### config.mk
export PLATFORM = sky130hd
export DESIGN_NAME = tcw_sequencer
export DESIGN_NICKNAME = d
export VERILOG_FILES = /design/src/rtl/tcw_pkg.sv /design/src/rtl/tcw_sequencer.sv
export SDC_FILE = /design/constraint.sdc
export NUM_CORES = 1
export LEC_CHECK = 0
export BUFFER_PORTS_ARGS = -buffer_cell sky130_fd_sc_hd__buf_2
export CELL_PAD_IN_SITES_DETAIL_PLACEMENT = 2
export CELL_PAD_IN_SITES_GLOBAL_PLACEMENT = 2
export CORE_ASPECT_RATIO = 2
export CORE_UTILIZATION = 30
export CTS_CLUSTER_SIZE = 14
export DETAILED_ROUTE_END_ITERATION = 8
export GPL_ROUTABILITY_DRIVEN = 0
export GPL_TIMING_DRIVEN = 0
export HOLD_SLACK_MARGIN = 0.06
export MAX_ROUTING_LAYER = met4
export PLACE_DENSITY_LB_ADDON = 0.3
export SLEW_MARGIN = 20
export SYNTH_ARGS = -nofsm -noshare
export SYNTH_HDL_FRONTEND = slang
export SYNTH_SLANG_ARGS = --single-unit
### constraint.sdc
create_clock -name clk_i -period 4.55 [get_ports clk_i]
set_input_delay 0.91 -clock clk_i [delete_from_list [all_inputs] [get_ports clk_i]]
set_output_delay 0.91 -clock clk_i [all_outputs]
set_load 0.02 [all_outputs]
### src/rtl/tcw_pkg.sv
`default_nettype none
// ----------------------------------------------------------------------------
// tcw_pkg: shared definitions for the text console writer
// Geometry defaults, field widths, character codes, operation codes, the
// sequencer state type and the status bundle passed to the top level.
// ----------------------------------------------------------------------------
package tcw_pkg;

  localparam int unsigned COLUMNS_DEF = 80;
  localparam int unsigned ROWS_DEF    = 25;

  localparam int unsigned CHAR_W = 8;
  localparam int unsigned ATTR_W = 8;
  localparam int unsigned IDX_W  = 11;
  localparam int unsigned OP_W   = 2;
  localparam int unsigned OCOL_W = 7;
  localparam int unsigned OROW_W = 5;
  localparam int unsigned CELL_W = CHAR_W + ATTR_W;

  localparam logic [CHAR_W-1:0] CH_NUL   = 8'h00;
  localparam logic [CHAR_W-1:0] CH_BS    = 8'h08;
  localparam logic [CHAR_W-1:0] CH_TAB   = 8'h09;
  localparam logic [CHAR_W-1:0] CH_LF    = 8'h0A;
  localparam logic [CHAR_W-1:0] CH_CR    = 8'h0D;
  localparam logic [CHAR_W-1:0] CH_SPACE = 8'h20;

  localparam logic [ATTR_W-1:0] DEFAULT_ATTR = 8'h07;

  typedef enum logic [OP_W-1:0] {
    OP_PUT   = 2'd0,
    OP_READ  = 2'd1,
    OP_CLEAR = 2'd2
  } op_e;

  typedef enum logic [3:0] {
    ST_INIT,
    ST_IDLE,
    ST_EXEC,
    ST_BLANK,
    ST_GLYPH,
    ST_TAB,
    ST_RDATA,
    ST_CLEAR,
    ST_SCROLL,
    ST_FLUSH,
    ST_DONE
  } state_e;

  typedef struct packed {
    logic              res_valid;
    logic              attr_reset;
    logic [CHAR_W-1:0] cell_char;
    logic [ATTR_W-1:0] cell_attr;
    logic [OCOL_W-1:0] cursor_column;
    logic [OROW_W-1:0] cursor_row;
  } seq_status_t;

endpackage
`default_nettype wire

### src/rtl/tcw_sequencer.sv
`default_nettype none
// ----------------------------------------------------------------------------
// tcw_sequencer: cursor, item decode and memory walk sequencer
// A single address counter with its end compare drives the clearing, scroll
// copy and blank passes; the cursor is updated one step per cycle.
// ----------------------------------------------------------------------------
module tcw_sequencer #(
  parameter int unsigned COLUMNS = tcw_pkg::COLUMNS_DEF,
  parameter int unsigned ROWS    = tcw_pkg::ROWS_DEF,
  parameter int unsigned AW      = $clog2(ROWS * COLUMNS)
) (
  input  wire logic                        clk_i,
  input  wire logic                        rst_ni,
  input  wire logic                        in_valid_i,
  output logic                             in_ready_o,
  input  wire logic [tcw_pkg::OP_W-1:0]    op_i,
  input  wire logic [tcw_pkg::CHAR_W-1:0]  char_i,
  input  wire logic [tcw_pkg::IDX_W-1:0]   idx_i,
  input  wire logic [tcw_pkg::ATTR_W-1:0]  attr_i,
  input  wire logic                        out_free_i,
  output tcw_pkg::seq_status_t             status_o,
  output logic                             ram_we_o,
  output logic      [AW-1:0]               ram_waddr_o,
  output logic      [tcw_pkg::CELL_W-1:0]  ram_wdata_o,
  output logic      [AW-1:0]               ram_raddr_o,
  input  wire logic [tcw_pkg::CELL_W-1:0]  ram_rdata_i
);

  localparam int unsigned CELLS = ROWS * COLUMNS;
  localparam int unsigned CW    = $clog2(COLUMNS + 1);
  localparam int unsigned RW    = $clog2(ROWS);
  localparam int unsigned IW    = ((AW > tcw_pkg::IDX_W) ? AW : tcw_pkg::IDX_W) + 1;

  localparam logic [AW-1:0] COLS_A     = AW'(COLUMNS);
  localparam logic [AW-1:0] LAST_CELL  = AW'(CELLS - 1);
  localparam logic [AW-1:0] COPY_LIMIT = AW'(CELLS - COLUMNS);
  localparam logic [CW-1:0] COL_END    = CW'(COLUMNS);
  localparam logic [CW-1:0] COL_LAST   = CW'(COLUMNS - 1);
  localparam logic [RW-1:0] ROW_LAST   = RW'(ROWS - 1);

  tcw_pkg::state_e state_q, state_d;

  logic [tcw_pkg::OP_W-1:0]   op_q;
  logic [tcw_pkg::CHAR_W-1:0] char_q;
  logic [tcw_pkg::IDX_W-1:0]  idx_q;
  logic [CW-1:0]              col_q, col_d;
  logic [RW-1:0]              row_q, row_d;
  logic [AW-1:0]              walk_q, walk_d;
  logic                       pend_q, pend_d;
  logic                       pend_blank_q, pend_blank_d;
  logic [AW-1:0]              pend_addr_q, pend_addr_d;
  logic [tcw_pkg::CHAR_W-1:0] rc_q, rc_d;
  logic [tcw_pkg::ATTR_W-1:0] ra_q, ra_d;

  logic                       accept;
  logic                       walk_end;
  logic                       last_row;
  logic                       row_full;
  logic [CW-1:0]              col_inc;
  logic [AW-1:0]              cur_addr;
  logic [IW-1:0]              idx_ext;
  logic                       idx_in_range;
  logic [CW+6:0]              col_ext;
  logic [RW+4:0]              row_ext;

  assign accept       = in_valid_i && in_ready_o;
  assign walk_end     = (walk_q == LAST_CELL);
  assign last_row     = (row_q == ROW_LAST);
  assign row_full     = (col_q == COL_END);
  assign col_inc      = col_q + 1'b1;
  assign cur_addr     = AW'(row_q) * COLS_A + AW'(col_q);
  assign idx_ext      = IW'(idx_q);
  assign idx_in_range = (idx_ext < IW'(CELLS));
  assign col_ext      = (CW + 7)'(col_q);
  assign row_ext      = (RW + 5)'(row_q);

  // Next state.
  always_comb begin
    state_d = state_q;
    unique case (state_q)
      tcw_pkg::ST_INIT: begin
        if (walk_end) state_d = tcw_pkg::ST_IDLE;
      end
      tcw_pkg::ST_IDLE: begin
        if (accept) state_d = tcw_pkg::ST_EXEC;
      end
      tcw_pkg::ST_EXEC: begin
        case (op_q)
          tcw_pkg::OP_PUT: begin
            case (char_q)
              tcw_pkg::CH_NUL, tcw_pkg::CH_CR: state_d = tcw_pkg::ST_DONE;
              tcw_pkg::CH_LF: begin
                state_d = last_row ? tcw_pkg::ST_SCROLL : tcw_pkg::ST_DONE;
              end
              tcw_pkg::CH_BS: state_d = tcw_pkg::ST_BLANK;
              tcw_pkg::CH_TAB: begin
                state_d = (row_full && last_row) ? tcw_pkg::ST_SCROLL : tcw_pkg::ST_TAB;
              end
              default: begin
                state_d = (row_full && last_row) ? tcw_pkg::ST_SCROLL : tcw_pkg::ST_GLYPH;
              end
            endcase
          end
          tcw_pkg::OP_READ:  state_d = tcw_pkg::ST_RDATA;
          tcw_pkg::OP_CLEAR: state_d = tcw_pkg::ST_CLEAR;
          default:           state_d = tcw_pkg::ST_DONE;
        endcase
      end
      tcw_pkg::ST_BLANK, tcw_pkg::ST_GLYPH, tcw_pkg::ST_RDATA: begin
        state_d = tcw_pkg::ST_DONE;
      end
      tcw_pkg::ST_TAB: begin
        if (col_inc[1:0] == 2'b00 || col_inc == COL_END) state_d = tcw_pkg::ST_DONE;
      end
      tcw_pkg::ST_CLEAR: begin
        if (walk_end) state_d = tcw_pkg::ST_DONE;
      end
      tcw_pkg::ST_SCROLL: begin
        if (walk_end) state_d = tcw_pkg::ST_FLUSH;
      end
      tcw_pkg::ST_FLUSH: begin
        // The put that needed the scroll continues on the fresh bottom row.
        if (char_q == tcw_pkg::CH_LF) begin
          state_d = tcw_pkg::ST_DONE;
        end else if (char_q == tcw_pkg::CH_TAB) begin
          state_d = tcw_pkg::ST_TAB;
        end else begin
          state_d = tcw_pkg::ST_GLYPH;
        end
      end
      tcw_pkg::ST_DONE: begin
        if (out_free_i) state_d = tcw_pkg::ST_IDLE;
      end
      default: state_d = tcw_pkg::ST_IDLE;
    endcase
  end

  // Memory port and handshake outputs.
  always_comb begin
    in_ready_o  = 1'b0;
    ram_we_o    = 1'b0;
    ram_waddr_o = cur_addr;
    ram_wdata_o = {attr_i, tcw_pkg::CH_SPACE};
    ram_raddr_o = walk_q + COLS_A;
    status_o.res_valid  = 1'b0;
    status_o.attr_reset = 1'b0;
    unique case (state_q)
      tcw_pkg::ST_INIT, tcw_pkg::ST_CLEAR: begin
        ram_we_o    = 1'b1;
        ram_waddr_o = walk_q;
        ram_wdata_o = {tcw_pkg::DEFAULT_ATTR, tcw_pkg::CH_SPACE};
      end
      tcw_pkg::ST_IDLE: in_ready_o = 1'b1;
      tcw_pkg::ST_EXEC: begin
        ram_raddr_o = idx_ext[AW-1:0];
        status_o.attr_reset = (op_q == tcw_pkg::OP_CLEAR);
      end
      tcw_pkg::ST_BLANK, tcw_pkg::ST_TAB: ram_we_o = 1'b1;
      tcw_pkg::ST_GLYPH: begin
        ram_we_o    = 1'b1;
        ram_wdata_o = {attr_i, char_q};
      end
      tcw_pkg::ST_SCROLL, tcw_pkg::ST_FLUSH: begin
        ram_we_o    = pend_q;
        ram_waddr_o = pend_addr_q;
        ram_wdata_o = pend_blank_q ? {attr_i, tcw_pkg::CH_SPACE} : ram_rdata_i;
      end
      tcw_pkg::ST_DONE: status_o.res_valid = 1'b1;
      default: ;
    endcase
    status_o.cell_char     = rc_q;
    status_o.cell_attr     = ra_q;
    status_o.cursor_column = col_ext[tcw_pkg::OCOL_W-1:0];
    status_o.cursor_row    = row_ext[tcw_pkg::OROW_W-1:0];
  end

  // Cursor, walk counter and copy pipeline.
  always_comb begin
    col_d        = col_q;
    row_d        = row_q;
    walk_d       = '0;
    pend_d       = 1'b0;
    pend_blank_d = pend_blank_q;
    pend_addr_d  = pend_addr_q;
    rc_d         = rc_q;
    ra_d         = ra_q;
    unique case (state_q)
      tcw_pkg::ST_INIT, tcw_pkg::ST_CLEAR: begin
        walk_d = walk_q + 1'b1;
      end
      tcw_pkg::ST_EXEC: begin
        rc_d = '0;
        ra_d = '0;
        case (op_q)
          tcw_pkg::OP_PUT: begin
            case (char_q)
              tcw_pkg::CH_NUL: ;
              tcw_pkg::CH_CR: col_d = '0;
              tcw_pkg::CH_LF: begin
                col_d = '0;
                if (!last_row) row_d = row_q + 1'b1;
              end
              tcw_pkg::CH_BS: begin
                if (col_q == '0 && row_q != '0) begin
                  row_d = row_q - 1'b1;
                  col_d = COL_LAST;
                end else if (col_q != '0) begin
                  col_d = col_q - 1'b1;
                end
              end
              default: begin
                // A full row wraps before the glyph or tab is placed.
                if (row_full) begin
                  col_d = '0;
                  if (!last_row) row_d = row_q + 1'b1;
                end
              end
            endcase
          end
          tcw_pkg::OP_CLEAR: begin
            col_d = '0;
            row_d = '0;
          end
          default: ;
        endcase
      end
      tcw_pkg::ST_GLYPH, tcw_pkg::ST_TAB: col_d = col_inc;
      tcw_pkg::ST_RDATA: begin
        if (idx_in_range) begin
          rc_d = ram_rdata_i[tcw_pkg::CHAR_W-1:0];
          ra_d = ram_rdata_i[tcw_pkg::CELL_W-1:tcw_pkg::CHAR_W];
        end
      end
      tcw_pkg::ST_SCROLL: begin
        // Cell k is read one row below and written in the next cycle; bottom-row cells are written blank.
        walk_d       = walk_q + 1'b1;
        pend_d       = 1'b1;
        pend_addr_d  = walk_q;
        pend_blank_d = (walk_q >= COPY_LIMIT);
      end
      default: ;
    endcase
  end

  always_ff @(posedge clk_i or negedge rst_ni) begin
    if (!rst_ni) begin
      state_q <= tcw_pkg::ST_INIT;
      col_q   <= '0;
      row_q   <= '0;
      walk_q  <= '0;
      pend_q  <= 1'b0;
    end else begin
      state_q <= state_d;
      col_q   <= col_d;
      row_q   <= row_d;
      walk_q  <= walk_d;
      pend_q  <= pend_d;
    end
  end

  always_ff @(posedge clk_i) begin
    if (accept) begin
      op_q   <= op_i;
      char_q <= char_i;
      idx_q  <= idx_i;
    end
    pend_blank_q <= pend_blank_d;
    pend_addr_q  <= pend_addr_d;
    rc_q         <= rc_d;
    ra_q         <= ra_d;
  end

endmodule
`default_nettype wire

Word level (Yosys, flattened, before mapping) --
Cells that the tools add are included.
Operators by class: add/sub/neg operators 7, $mul 1, magnitude comparators 2, equality and inequality tests 34, multiplexer cells 39, reduce and logical (&&, ||, !) cells 26
Operators by type and width (count):
- $pmux W16 S3 | 1
- $mux W4 | 9
- $pmux W4 S9 | 1
- $eq A8 B4 Y1 const B | 4
- $pmux W8 S2 | 2
- $pmux W7 S2 | 2
- $mux W11 | 2
- $pmux W11 S2 | 1
- $mux W7 | 3
- $pmux W7 S3 | 1
- $eq A4 B3 Y1 const B | 4
- $mux W16 | 1
- $mux W8 | 2
- $ne A2 B2 Y1 const B | 8
- $pmux W4 S4 | 1
- $mux W5 | 3
- $pmux W5 S3 | 1
- $eq A7 B7 Y1 const B | 2
- $eq A4 B4 Y1 const B | 3
- $pmux W4 S3 | 1
- $add A11 B1 Y11 const B | 1
- $add A11 B7 Y11 | 1
- $add A11 B7 Y11 const B | 1
- $eq A11 B11 Y1 const B | 1
- other kinds (34) | 53
Word-level totals: bits in registers 77, input bits 49, output and inout port bits 70, word-level logic and storage cells 121

Depth between registers and ports, before layout --
Gate-level depths: netlist of run 1.
word-level depth 6, mapped depth 11, mapped depth without buffers 10

Worst setup path before layout of run 1 --
OpenSTA, ideal clock, no wires.
path kind register to output, from register row_q[1], to output ram_waddr_o[10], data arrival time 2.520 ns, required time 3.640 ns, slack 1.120 ns, stages on the path, launching flop included 9, path buffers 0, path through dfrtp_1 -> ha_1 -> ha_1 -> fa_1 -> xor2_1 -> o2111ai_1 -> xnor2_1 -> xnor2_1 -> o21ai_0
On the way: longest elaborated chain between the ends 3
Ends and longest elaborated chain:
- start: declaration | line tcw_sequencer.sv:47 | logic [RW-1:0] row_q, row_d;
- start signal: assignment | line tcw_sequencer.sv:255 | row_q <= row_d;
- $mul A5 B3 Y7 | line tcw_sequencer.sv:71 | assign cur_addr = AW'(row_q) * COLS_A + AW'(col_q);
- $add A11 B7 Y11 | line tcw_sequencer.sv:71
- $pmux W11 S2 | line tcw_sequencer.sv:147 | unique case (state_q)
- end: declaration | line tcw_sequencer.sv:23 | output logic [AW-1:0] ram_waddr_o,
Every way passes these cells.

Worst setup path after layout of run 1 --
from register row_q[3], to output ram_waddr_o[10]
Same word-level chain as after synthesis.

==> impl_metrics.env, run 1 <==
export IMPL_finalHoldViolations=0
export IMPL_slew_violations=0
export IMPL_syn_num_nets=551
export IMPL_fmax_mhz=243
export IMPL_htree_levels=3
export IMPL_first_pass_iters=4
export IMPL_path_cells="ha_1, ha_1, fa_1, xor2_1, o2111ai_1, xnor2_1, xnor2_1, o21ai_0, buf_2"
export IMPL_fin_cells=811
export IMPL_worstSetupEndpointType="output port"
export IMPL_fillers=1741
export IMPL_m1WireLength_um=5810
export IMPL_clk_path_buf_depth=2
export IMPL_slowest_delay_ps=510
export IMPL_die_w_um=91.0
export IMPL_status="finished, final reports clean"
export IMPL_finalCriticalPeriod_ps=4120
export IMPL_antenna_found_initial=3
export IMPL_grt_pass1_wl_um=26500
export IMPL_grt_util_all_layers_pct=22.2
export IMPL_synth_async_reset_ratio_pct=36.4
export IMPL_grt_max_degree=29
export IMPL_crit_fanout=8
export IMPL_finalPower_uw=3090
export IMPL_die_area_sq_um=16400
export IMPL_vias_per_cell=5.30
export IMPL_netlist_area_sq_um=4750
export IMPL_fin_tns_setup_ps=0
export IMPL_wire_per_inst_um=21.0
export IMPL_ys_seq_area_share_pct=45.7
export IMPL_ys_flop_type="edfxtp_1"
export IMPL_dr_max_layer_used="met4"
export IMPL_min_to="pend_addr_q[6]"
export IMPL_area_growth_pct=23.8
export IMPL_r2r_start="char_q[0]"
export IMPL_synth_seq_cells=77
export IMPL_cts_sinks=77
export IMPL_dp_cells=792
export IMPL_slew_headroom_pct=33.3
export IMPL_port_buffers=118
export IMPL_worstHoldStart="walk_q[6]"
export IMPL_gr_total_overflow=0
export IMPL_skew_ps=9.09
export IMPL_vias=4296
export IMPL_cts_root_buf="clkbuf_16"
export IMPL_syn_inst=476
export IMPL_nets=680
export IMPL_crit_slowest_cell="dfrtp_1"
export IMPL_avgSynthCellArea_sq_um=9.99
export IMPL_post_route_period_util_pct=90.5
export IMPL_r2r_end="row_q[4]"
export IMPL_yosysWarnings=0
export IMPL_critPathArrivalTime_ps=3210
export IMPL_worstHoldPathType="reg2reg"
export IMPL_start_kind="register"
export IMPL_leakagePower_uw=0.00247
export IMPL_crit_type="reg2out"
export IMPL_rsz0062_at_grt="false"
export IMPL_cp_required_ps=3640
export IMPL_grt_pass1_vias=4818
export IMPL_power_density_nw_per_um2=525
export IMPL_postCtsHoldBufs=0
export IMPL_wl_met2_um=10000
export IMPL_drc_errors=0
export IMPL_cts_resized=0
export IMPL_rr_worst_depth=11
export IMPL_synth_edff_count=49
export IMPL_path_clk_slew_ps=60
export IMPL_reg2reg_setup_slack_ps=1040
export IMPL_met3_length_um=327
export IMPL_die_y_um=180
export IMPL_dp_hpwl_um=13500
export IMPL_cts_tree="yes"
export IMPL_initial_core_util_pct=30.9
export IMPL_cts_buffers_inserted=9
export IMPL_drtAntennaViolNets=0
export IMPL_rows=64
export IMPL_drive_gt1_share_pct=24.6
export IMPL_drtIter0Drc=160
export IMPL_finalSetupViolCount=0
export IMPL_postCtsSetupRepairBufs=0
export IMPL_maxCapViolCount=0
export IMPL_cp_startpoint="row_q[3]"
export IMPL_worst_skew_pair_late_latency_ps=350
export IMPL_vdd_drop_max_mv=0.214
export IMPL_core_area_sq_um=15400
export IMPL_wl_um=17000
export IMPL_synth_cell_types=65
export IMPL_whs_path_depth=0
export IMPL_io_pins=119
export IMPL_tightest_slew_ps=1000
## state kept, by name (all words and copies together), names as in the netlist
signal        cells
pend_q            1
ra_q              8
walk_q           11
pend_blank_q      1
pend_addr_q      11
op_q              2
row_q             5
col_q             7
idx_q            11
char_q            8
rc_q              8
state_q           4
## stage by stage
step / hold WS (ps) / worst slack, ps / instance area (sq um) / utilization, %
final: 443 / 431 / 5890 / 38.3
after global routing: 458 / 254 / 5890 / 38.3
after CTS: 446 / 365 / 5870 / 38.2
after detailed placement: 433 / 782 / 5590 / 36.4
after global placement: 424 / 874 / 5590 / 36.4
after floorplan: 423 / 1120 / 4750 / -
## cell families after synthesis
| group | count (synthesis) | synth area share [%] |
|---|---|---|
| and+or+nand+nor | 167 | 18.1 |
| muxes | 2 | 0.421 |
| xor gates and xnor gates | 24 | 4.42 |
| adders and majority gates | 26 | 7.32 |
| DFF | 77 | 45.7 |
| AOI/OAI and AO/OA | 129 | 19.2 |
| buffers and inverters | 51 | 4.76 |
## routing by layer
layer  vias to the layer above  GRT usage [%]
li1                       2008              -
met1                      2152           20.5
met2                        98           42.2
met3                        38           3.00
met4                         0           13.3
met5                         -              -
## cells in the final DEF (no fill, tap or decap), drive strengths merged, types with 3 or more instances in the layout
master,n
a211o,6
a21o,5
a21oi,25
a22o,13
a22oi,11
a31oi,10
and2,19
and3,7
and3b,3
buf,120
clkbuf,39
dfrtp,28
diode,3
edfxtp,49
fa,3
ha,23
inv,23
nand2,35
nand3,17
nand4,7
nor2,40
nor2b,8
nor3,12
o2111ai,3
o21a,3
o21ai,27
o221ai,3
o22ai,3
o31a,3
o31ai,4
or3,4
or4b,3
xnor2,11
xor2,13
## critical path: cells and delay by family, from the launching register on
kind,cells,cell delay [ps]
adder cells (fa/ha/maj),3,910
AO/OA/AOI/OAI,2,420
buffers and inverters,1,210
XOR/XNOR,3,810
flip-flops,1,510
## cells in the mapped netlist (2+ instances only)
| cell | instances | area (sq um) |
|---|---|---|
| and3b_1 | 3 | 26.3 |
| nor3b_1 | 2 | 15.0 |
| dfrtp_1 | 28 | 701 |
| a211oi_1 | 2 | 15.0 |
| ha_1 | 23 | 288 |
| and3_1 | 7 | 43.8 |
| a31oi_1 | 10 | 62.6 |
| xnor2_1 | 11 | 96.3 |
| and2_1 | 19 | 119 |
| clkbuf_8 | 3 | 41.3 |
| inv_1 | 23 | 86.3 |
| o2111ai_1 | 3 | 26.3 |
| and2b_2 | 2 | 17.5 |
| a21o_1 | 4 | 30.0 |
| a22oi_1 | 11 | 82.6 |
| a22o_1 | 13 | 114 |
| nor4_1 | 2 | 12.5 |
| edfxtp_1 | 49 | 1470 |
| or3_1 | 4 | 25.0 |
| nand2_1 | 35 | 131 |
| nor2b_1 | 8 | 50.1 |
| o31ai_1 | 4 | 30.0 |
| o21ai_0 | 27 | 135 |
| o31a_1 | 3 | 26.3 |
| mux2i_1 | 2 | 20.0 |
| o22ai_1 | 3 | 18.8 |
| nand3_1 | 17 | 85.1 |
| fa_1 | 3 | 60.1 |
| o21a_1 | 3 | 22.5 |
| xor2_1 | 13 | 114 |
| clkbuf_1 | 22 | 82.6 |
| nor3_1 | 12 | 60.1 |
| a21oi_1 | 24 | 120 |
| nor2_1 | 39 | 146 |
| a211o_1 | 4 | 35.0 |
| nand4_1 | 7 | 43.8 |
| o221ai_1 | 3 | 26.3 |
## power by group
| part | total (uW) | internal [uW] | switching [uW] |
|---|---|---|---|
| Sequential | 1000 | 910 | 91.6 |
| Clock | 713 | 424 | 289 |
| Combinational | 1380 | 446 | 929 |
## layout make-up
type / instances / area, sq um / share of cell area (%)
clock inverter: 3 / 40.0 / 0.680
multi-input combinational: 348 / 2360 / 40.1
tap: 198 / 248 / 4.21
sequential: 77 / 2170 / 36.9
antenna: 3 / 7.51 / 0.128
buffer: 28 / 140 / 2.38
inverter: 23 / 86.3 / 1.47
timing repair buffer: 118 / 591 / 10.0
clock buffer: 13 / 240 / 4.08
## worst max path at each step
stage                                 end  slack (ps)  cells after the start
after CTS                 ram_waddr_o[10]         370                      9
after global routing      ram_waddr_o[10]         250                      9
final                     ram_waddr_o[10]         430                      9
after detailed placement  ram_waddr_o[10]         780                      9
after floorplan           ram_waddr_o[10]        1120                      8
after global placement    ram_waddr_o[10]         870                      9
Note: power is estimated with default switching activity, not from simulation.
==> inputs of run 2 (changes only) <==
--- a/config.mk
+++ b/config.mk
@@ -5,13 +5,14 @@
 export SDC_FILE = /design/constraint.sdc
 export NUM_CORES = 1
 export LEC_CHECK = 0
-export BUFFER_PORTS_ARGS = -buffer_cell sky130_fd_sc_hd__buf_2
 export CELL_PAD_IN_SITES_DETAIL_PLACEMENT = 2
 export CELL_PAD_IN_SITES_GLOBAL_PLACEMENT = 2
 export CORE_ASPECT_RATIO = 2
-export CORE_UTILIZATION = 30
+export CORE_UTILIZATION = 42
+export CTS_CLUSTER_DIAMETER = 60
 export CTS_CLUSTER_SIZE = 14
 export DETAILED_ROUTE_END_ITERATION = 8
+export DONT_BUFFER_PORTS = 1
 export GPL_ROUTABILITY_DRIVEN = 0
 export GPL_TIMING_DRIVEN = 0
 export HOLD_SLACK_MARGIN = 0.06
==> run 2 against run 1 <==
  * Largest power group unchanged
  * First-iteration DRC count grew 43%
  * Setup slack got worse by 210 ps
  * Critical path depth decreased by 1
  * Die area fell by 28%
  * Global-route usage grew 7.0 points
  * Via count fell by 8.6%
  * Clock power is 6.6% higher
  * Register-to-register slack got worse by 30 ps
  * Core utilization rose by 9.7 points
  * Total power fell by 3.0%
==> impl_metrics.env, run 2 (synthesis gave the netlist of run 1 again) <==
export IMPL_first_pass_iters=4
export IMPL_die_y_um=152
export IMPL_path_clk_slew_ps=70
export IMPL_htree_levels=3
export IMPL_grt_pass1_wl_um=25000
export IMPL_grt_util_all_layers_pct=29.1
export IMPL_busiest_layer="met2"
export IMPL_slowest_delay_ps=700
export IMPL_crit_family="adder cells"
export IMPL_gr_total_overflow=0
export IMPL_grtUsageMet2_pct=55.5
export IMPL_rows=54
export IMPL_wl_um=16100
export IMPL_postCtsSetupRepairBufs=0
export IMPL_fmax_mhz=231
export IMPL_hold_ws_ps=244
export IMPL_die_area_sq_um=11800
export IMPL_reg_top3="idx_q (11), pend_addr_q (11), walk_q (11)"
export IMPL_use_met1_pct=27.2
export IMPL_layout_common_cells="edfxtp_1, nor2_1, nand2_1, dfrtp_1, o21ai_0"
export IMPL_dp_cells=616
export IMPL_wire_per_inst_um=25.4
export IMPL_initial_core_util_pct=43.4
export IMPL_fin_cells=633
export IMPL_crit_slowest_cell="o21ai_0"
export IMPL_cts_buffers_inserted=9
export IMPL_worst_skew_pair_late_latency_ps=350
export IMPL_maxCapViolCount=0
export IMPL_finalCriticalPeriod_ps=4330
export IMPL_finalSetupViolCount=0
export IMPL_crit_fanout=8
export IMPL_cts_resized=0
export IMPL_vias_per_cell=6.21
export IMPL_met3_usage_pct=5.09
export IMPL_cts_sinks=77
export IMPL_skew_ps=8.16
export IMPL_vias=3928
export IMPL_cts_tree="yes"
export IMPL_area_growth_pct=10.5
export IMPL_status="finished, final reports clean"
export IMPL_tightest_slew_ps=912
export IMPL_nets=562
export IMPL_io_pins=119
export IMPL_rsz0062_at_grt="false"
export IMPL_postCtsHoldBufs=0
export IMPL_critPathArrivalTime_ps=3420
export IMPL_dp_hpwl_um=12100
export IMPL_port_buffers=0
export IMPL_post_route_period_util_pct=95.2
export IMPL_fillers=1193
export IMPL_cp_required_ps=3640
export IMPL_worstHoldPathType="in2async"
export IMPL_grt_pass1_vias=4455
export IMPL_path_cells="ha_1, ha_1, fa_1, xor2_1, o2111ai_1, xnor2_1, xnor2_1, o21ai_0"
export IMPL_finalPower_uw=3000
export IMPL_layout_commonest_cell="edfxtp_1"
export IMPL_clk_path_buf_depth=2
export IMPL_grt_max_degree=29
export IMPL_drtAntennaViolNets=0
export IMPL_drc_errors=0
export IMPL_antenna_found_initial=1
export IMPL_slew_headroom_pct=38.5
export IMPL_drive_gt1_share_pct=7.52
export IMPL_worstSetupEndpointType="output port"
export IMPL_finalHoldViolations=0
export IMPL_cts_root_buf="clkbuf_16"
export IMPL_start_kind="register"
export IMPL_crit_type="reg2out"
export IMPL_die_w_um=77.2
export IMPL_crit_buf_inv=0
export IMPL_slew_violations=0
export IMPL_leakagePower_uw=0.00198
export IMPL_drtIter0Drc=228
export IMPL_core_area_sq_um=10900
export IMPL_vdd_drop_max_mv=0.242
export IMPL_fin_tns_setup_ps=0
export IMPL_power_density_nw_per_um2=571
run 2: where the power goes:
| group | total, uW | switching (uW) | leakage [uW] | internal, uW |
|---|---|---|---|---|
| combinational | 1160 | 843 | 0.00103 | 321 |
| sequential | 1070 | 162 | 0.000803 | 912 |
| clock | 760 | 325 | 0.000150 | 435 |
| total | 3000 | 1330 | 0.00198 | 1670 |
run 2: worst paths after layout:
path | from | endpoint | slack (ps) | depth (start not counted)
hold / removal | rst_ni | col_q[3] | 240 | 0
hold reg to reg | walk_q[9] | pend_addr_q[9] | 450 | 0
max in group asynchronous | rst_ni | walk_q[8] | 4210 | 0
min in group clk_i | walk_q[9] | pend_addr_q[9] | 450 | 0
setup / recovery | row_q[3] | ram_waddr_o[10] | 220 | 8
setup reg to reg | char_q[0] | row_q[4] | 1010 | 11
run 2: final cells by class:
cell class	instances	area (sq um)	area share [%]
clock buffers	9	225	4.29
flip-flops and latches	77	2170	41.4
multi-input cells	348	2370	45.1
plain buffers	28	140	2.67
clock inverters	7	82.6	1.57
diodes	1	2.50	0.0476
inverters	23	86.3	1.64
well taps	140	175	3.33
run 2: metrics by stage:
step / utilization [%] / setup WS, ps / cell area [sq um]
floorplan: - / 1120 / 4750
global placement: 45.0 / 622 / 4930
detailed placement: 45.0 / 579 / 4930
CTS: 47.8 / 209 / 5240
global route: 48.0 / 53.9 / 5250
finish: 48.0 / 220 / 5250
run 2: layer usage:
| metal | up-vias | share of wire (%) |
|---|---|---|
| met4 | 0 | 3.5 |
| met2 | 104 | 59 |
| li1 | 1777 | - |
| met1 | 2009 | 35 |
| met5 | - | 0 |
| met3 | 38 | 2.4 |
==> inputs of run 3 (changes only) <==
--- a/config.mk
+++ b/config.mk
@@ -5,10 +5,8 @@
 export SDC_FILE = /design/constraint.sdc
 export NUM_CORES = 1
 export LEC_CHECK = 0
-export CELL_PAD_IN_SITES_DETAIL_PLACEMENT = 2
-export CELL_PAD_IN_SITES_GLOBAL_PLACEMENT = 2
 export CORE_ASPECT_RATIO = 2
-export CORE_UTILIZATION = 42
+export CORE_UTILIZATION = 30
 export CTS_CLUSTER_DIAMETER = 60
 export CTS_CLUSTER_SIZE = 14
 export DETAILED_ROUTE_END_ITERATION = 8
==> run 3 against run 2 <==
  * Fmax increased by 1.7%
  * Sequential power about the same
  * Routed wire length decreased by 12%
  * Hold slack improved by 7.8 ps
  * Clock power decreased by 2.6%
  * Critical endpoint unchanged
  * Non-clock buffer count unchanged
  * Via count decreased by 3.9%
  * Count of clock-buffer cells in the layout increased by 2
  * Cell area increased by 1.0%
==> impl_metrics.env, run 3 (synthesis gave the netlist of run 1 again) <==
export IMPL_status="finished, final reports clean"
export IMPL_postCtsSetupRepairBufs=0
export IMPL_core_area_sq_um=15400
export IMPL_vdd_drop_max_mv=0.227
export IMPL_die_w_um=91.0
export IMPL_power_density_nw_per_um2=548
export IMPL_reg_top3="idx_q (11), pend_addr_q (11), walk_q (11)"
export IMPL_dp_cells=674
export IMPL_grt_pass1_wl_um=21500
export IMPL_maxCapViolCount=0
export IMPL_rsz0062_at_grt="false"
export IMPL_gr_total_overflow=0
export IMPL_swShare_pct=42.6
export IMPL_critPathArrivalTime_ps=3350
export IMPL_layout_commonest_cell="edfxtp_1"
export IMPL_fmax_mhz=235
export IMPL_die_y_um=180
export IMPL_htree_levels=3
export IMPL_rows=64
export IMPL_clock_power_share_pct=25.4
export IMPL_drc_errors=0
export IMPL_slew_headroom_pct=31.1
export IMPL_post_route_period_util_pct=93.6
export IMPL_fin_cells=690
export IMPL_grt_pass1_vias=3825
export IMPL_p_sw_uw=1240
export IMPL_seqPwrFrac_pct=36.7
export IMPL_clk_path_buf_depth=2
export IMPL_grt_util_all_layers_pct=18.0
export IMPL_dp_hpwl_um=11000
export IMPL_cp_startpoint="row_q[3]"
export IMPL_first_pass_iters=5
export IMPL_worst_skew_pair_late_latency_ps=350
export IMPL_grt_max_degree=29
export IMPL_postCtsHoldBufs=0
export IMPL_cp_required_ps=3640
export IMPL_die_area_sq_um=16400
export IMPL_io_pins=119
export IMPL_layout_common_cells="edfxtp_1, nor2_1, nand2_1, dfrtp_1, o21ai_0"
export IMPL_wire_per_inst_um=20.4
export IMPL_worstHoldPathType="in2async"
export IMPL_wl_um=14100
export IMPL_drtIter0Drc=209
export IMPL_area_growth_pct=11.6
export IMPL_cts_buffers_inserted=9
export IMPL_tightest_slew_ps=1030
export IMPL_slew_violations=0
export IMPL_worstSetupEndpointType="output port"
export IMPL_initial_core_util_pct=30.9
export IMPL_num_antenna_cells=0
export IMPL_cts_root_buf="clkbuf_16"
export IMPL_drive_gt1_share_pct=6.91
export IMPL_cts_resized=0
export IMPL_cts_sinks=77
export IMPL_crit_type="reg2out"
export IMPL_drtAntennaViolNets=0
export IMPL_finalHoldViolations=0
export IMPL_start_kind="register"
export IMPL_path_clk_slew_ps=70
export IMPL_cts_tree="yes"
export IMPL_leakagePower_uw=0.00197
export IMPL_finalCriticalPeriod_ps=4260
export IMPL_r2r_start="char_q[0]"
export IMPL_port_buffers=0
export IMPL_nets=562
export IMPL_crit_fanout=8
export IMPL_skew_ps=9.57
export IMPL_vias=3776
export IMPL_antenna_found_initial=0
export IMPL_intPower_uw=1670
export IMPL_fin_tns_setup_ps=0
export IMPL_finalSetupViolCount=0
export IMPL_pwr_share_comb_pct=37.8
export IMPL_vias_per_cell=5.47
## run 3: critical path, cell delays in order (launching register included)
cell	delay, ps
dfrtp_1	640
ha_1	330
ha_1	220
fa_1	380
xor2_1	290
o2111ai_1	190
xnor2_1	290
xnor2_1	130
o21ai_1	510
## run 3: worst paths after layout
kind,endpoint,slack (ps),cells past startpoint
setup / recovery,ram_waddr_o[10],290,8
hold / removal,row_q[0],250,0
setup reg to reg,row_q[4],1130,11
hold reg to reg,pend_addr_q[9],440,0
max in group asynchronous,state_q[0],4210,0
min in group clk_i,pend_addr_q[9],440,0
## run 3: cell type report
class                           count  area (sq um)
Clock inverter                      5          60.1
Buffer                             28           140
Sequential cell                    77          2170
Fill cell                        1590         10100
Clock buffer                       11           243
Inverter                           23          86.3
Multi-Input combinational cell    348          2360
Tap cell                          198           248
## run 3: metrics by stage
step	worst slack (ps)	area [sq um]	hold slack, ps	utilization (%)	total power (uW)
2_1_floorplan	1120	4750	423	-	1900
3_3_place_gp	488	5000	424	32.5	2160
3_5_place_dp	434	5000	432	32.5	2180
4_1_cts	37.8	5300	241	34.5	2920
5_1_grt	185	5310	243	34.5	3060
6_report	291	5310	251	34.5	2910
## run 3: per-layer routing
layer	routed length [um]	track usage, %	share of wire [%]	up-vias
met5	0	-	0	-
met4	604	10.4	4.3	0
met3	531	3.04	3.8	34
met2	8220	34.0	58	121
met1	4700	16.6	33	1854
li1	-	-	-	1767
## run 3: power groups by stage
stage / clock network, uW / registers (uW) / logic [uW]
2_1_floorplan: 0 / 1040 / 855
3_3_place_gp: 0 / 1080 / 1080
3_5_place_dp: 0 / 1080 / 1090
4_1_cts: 750 / 1070 / 1100
5_1_grt: 774 / 1080 / 1200
6_report: 740 / 1070 / 1100
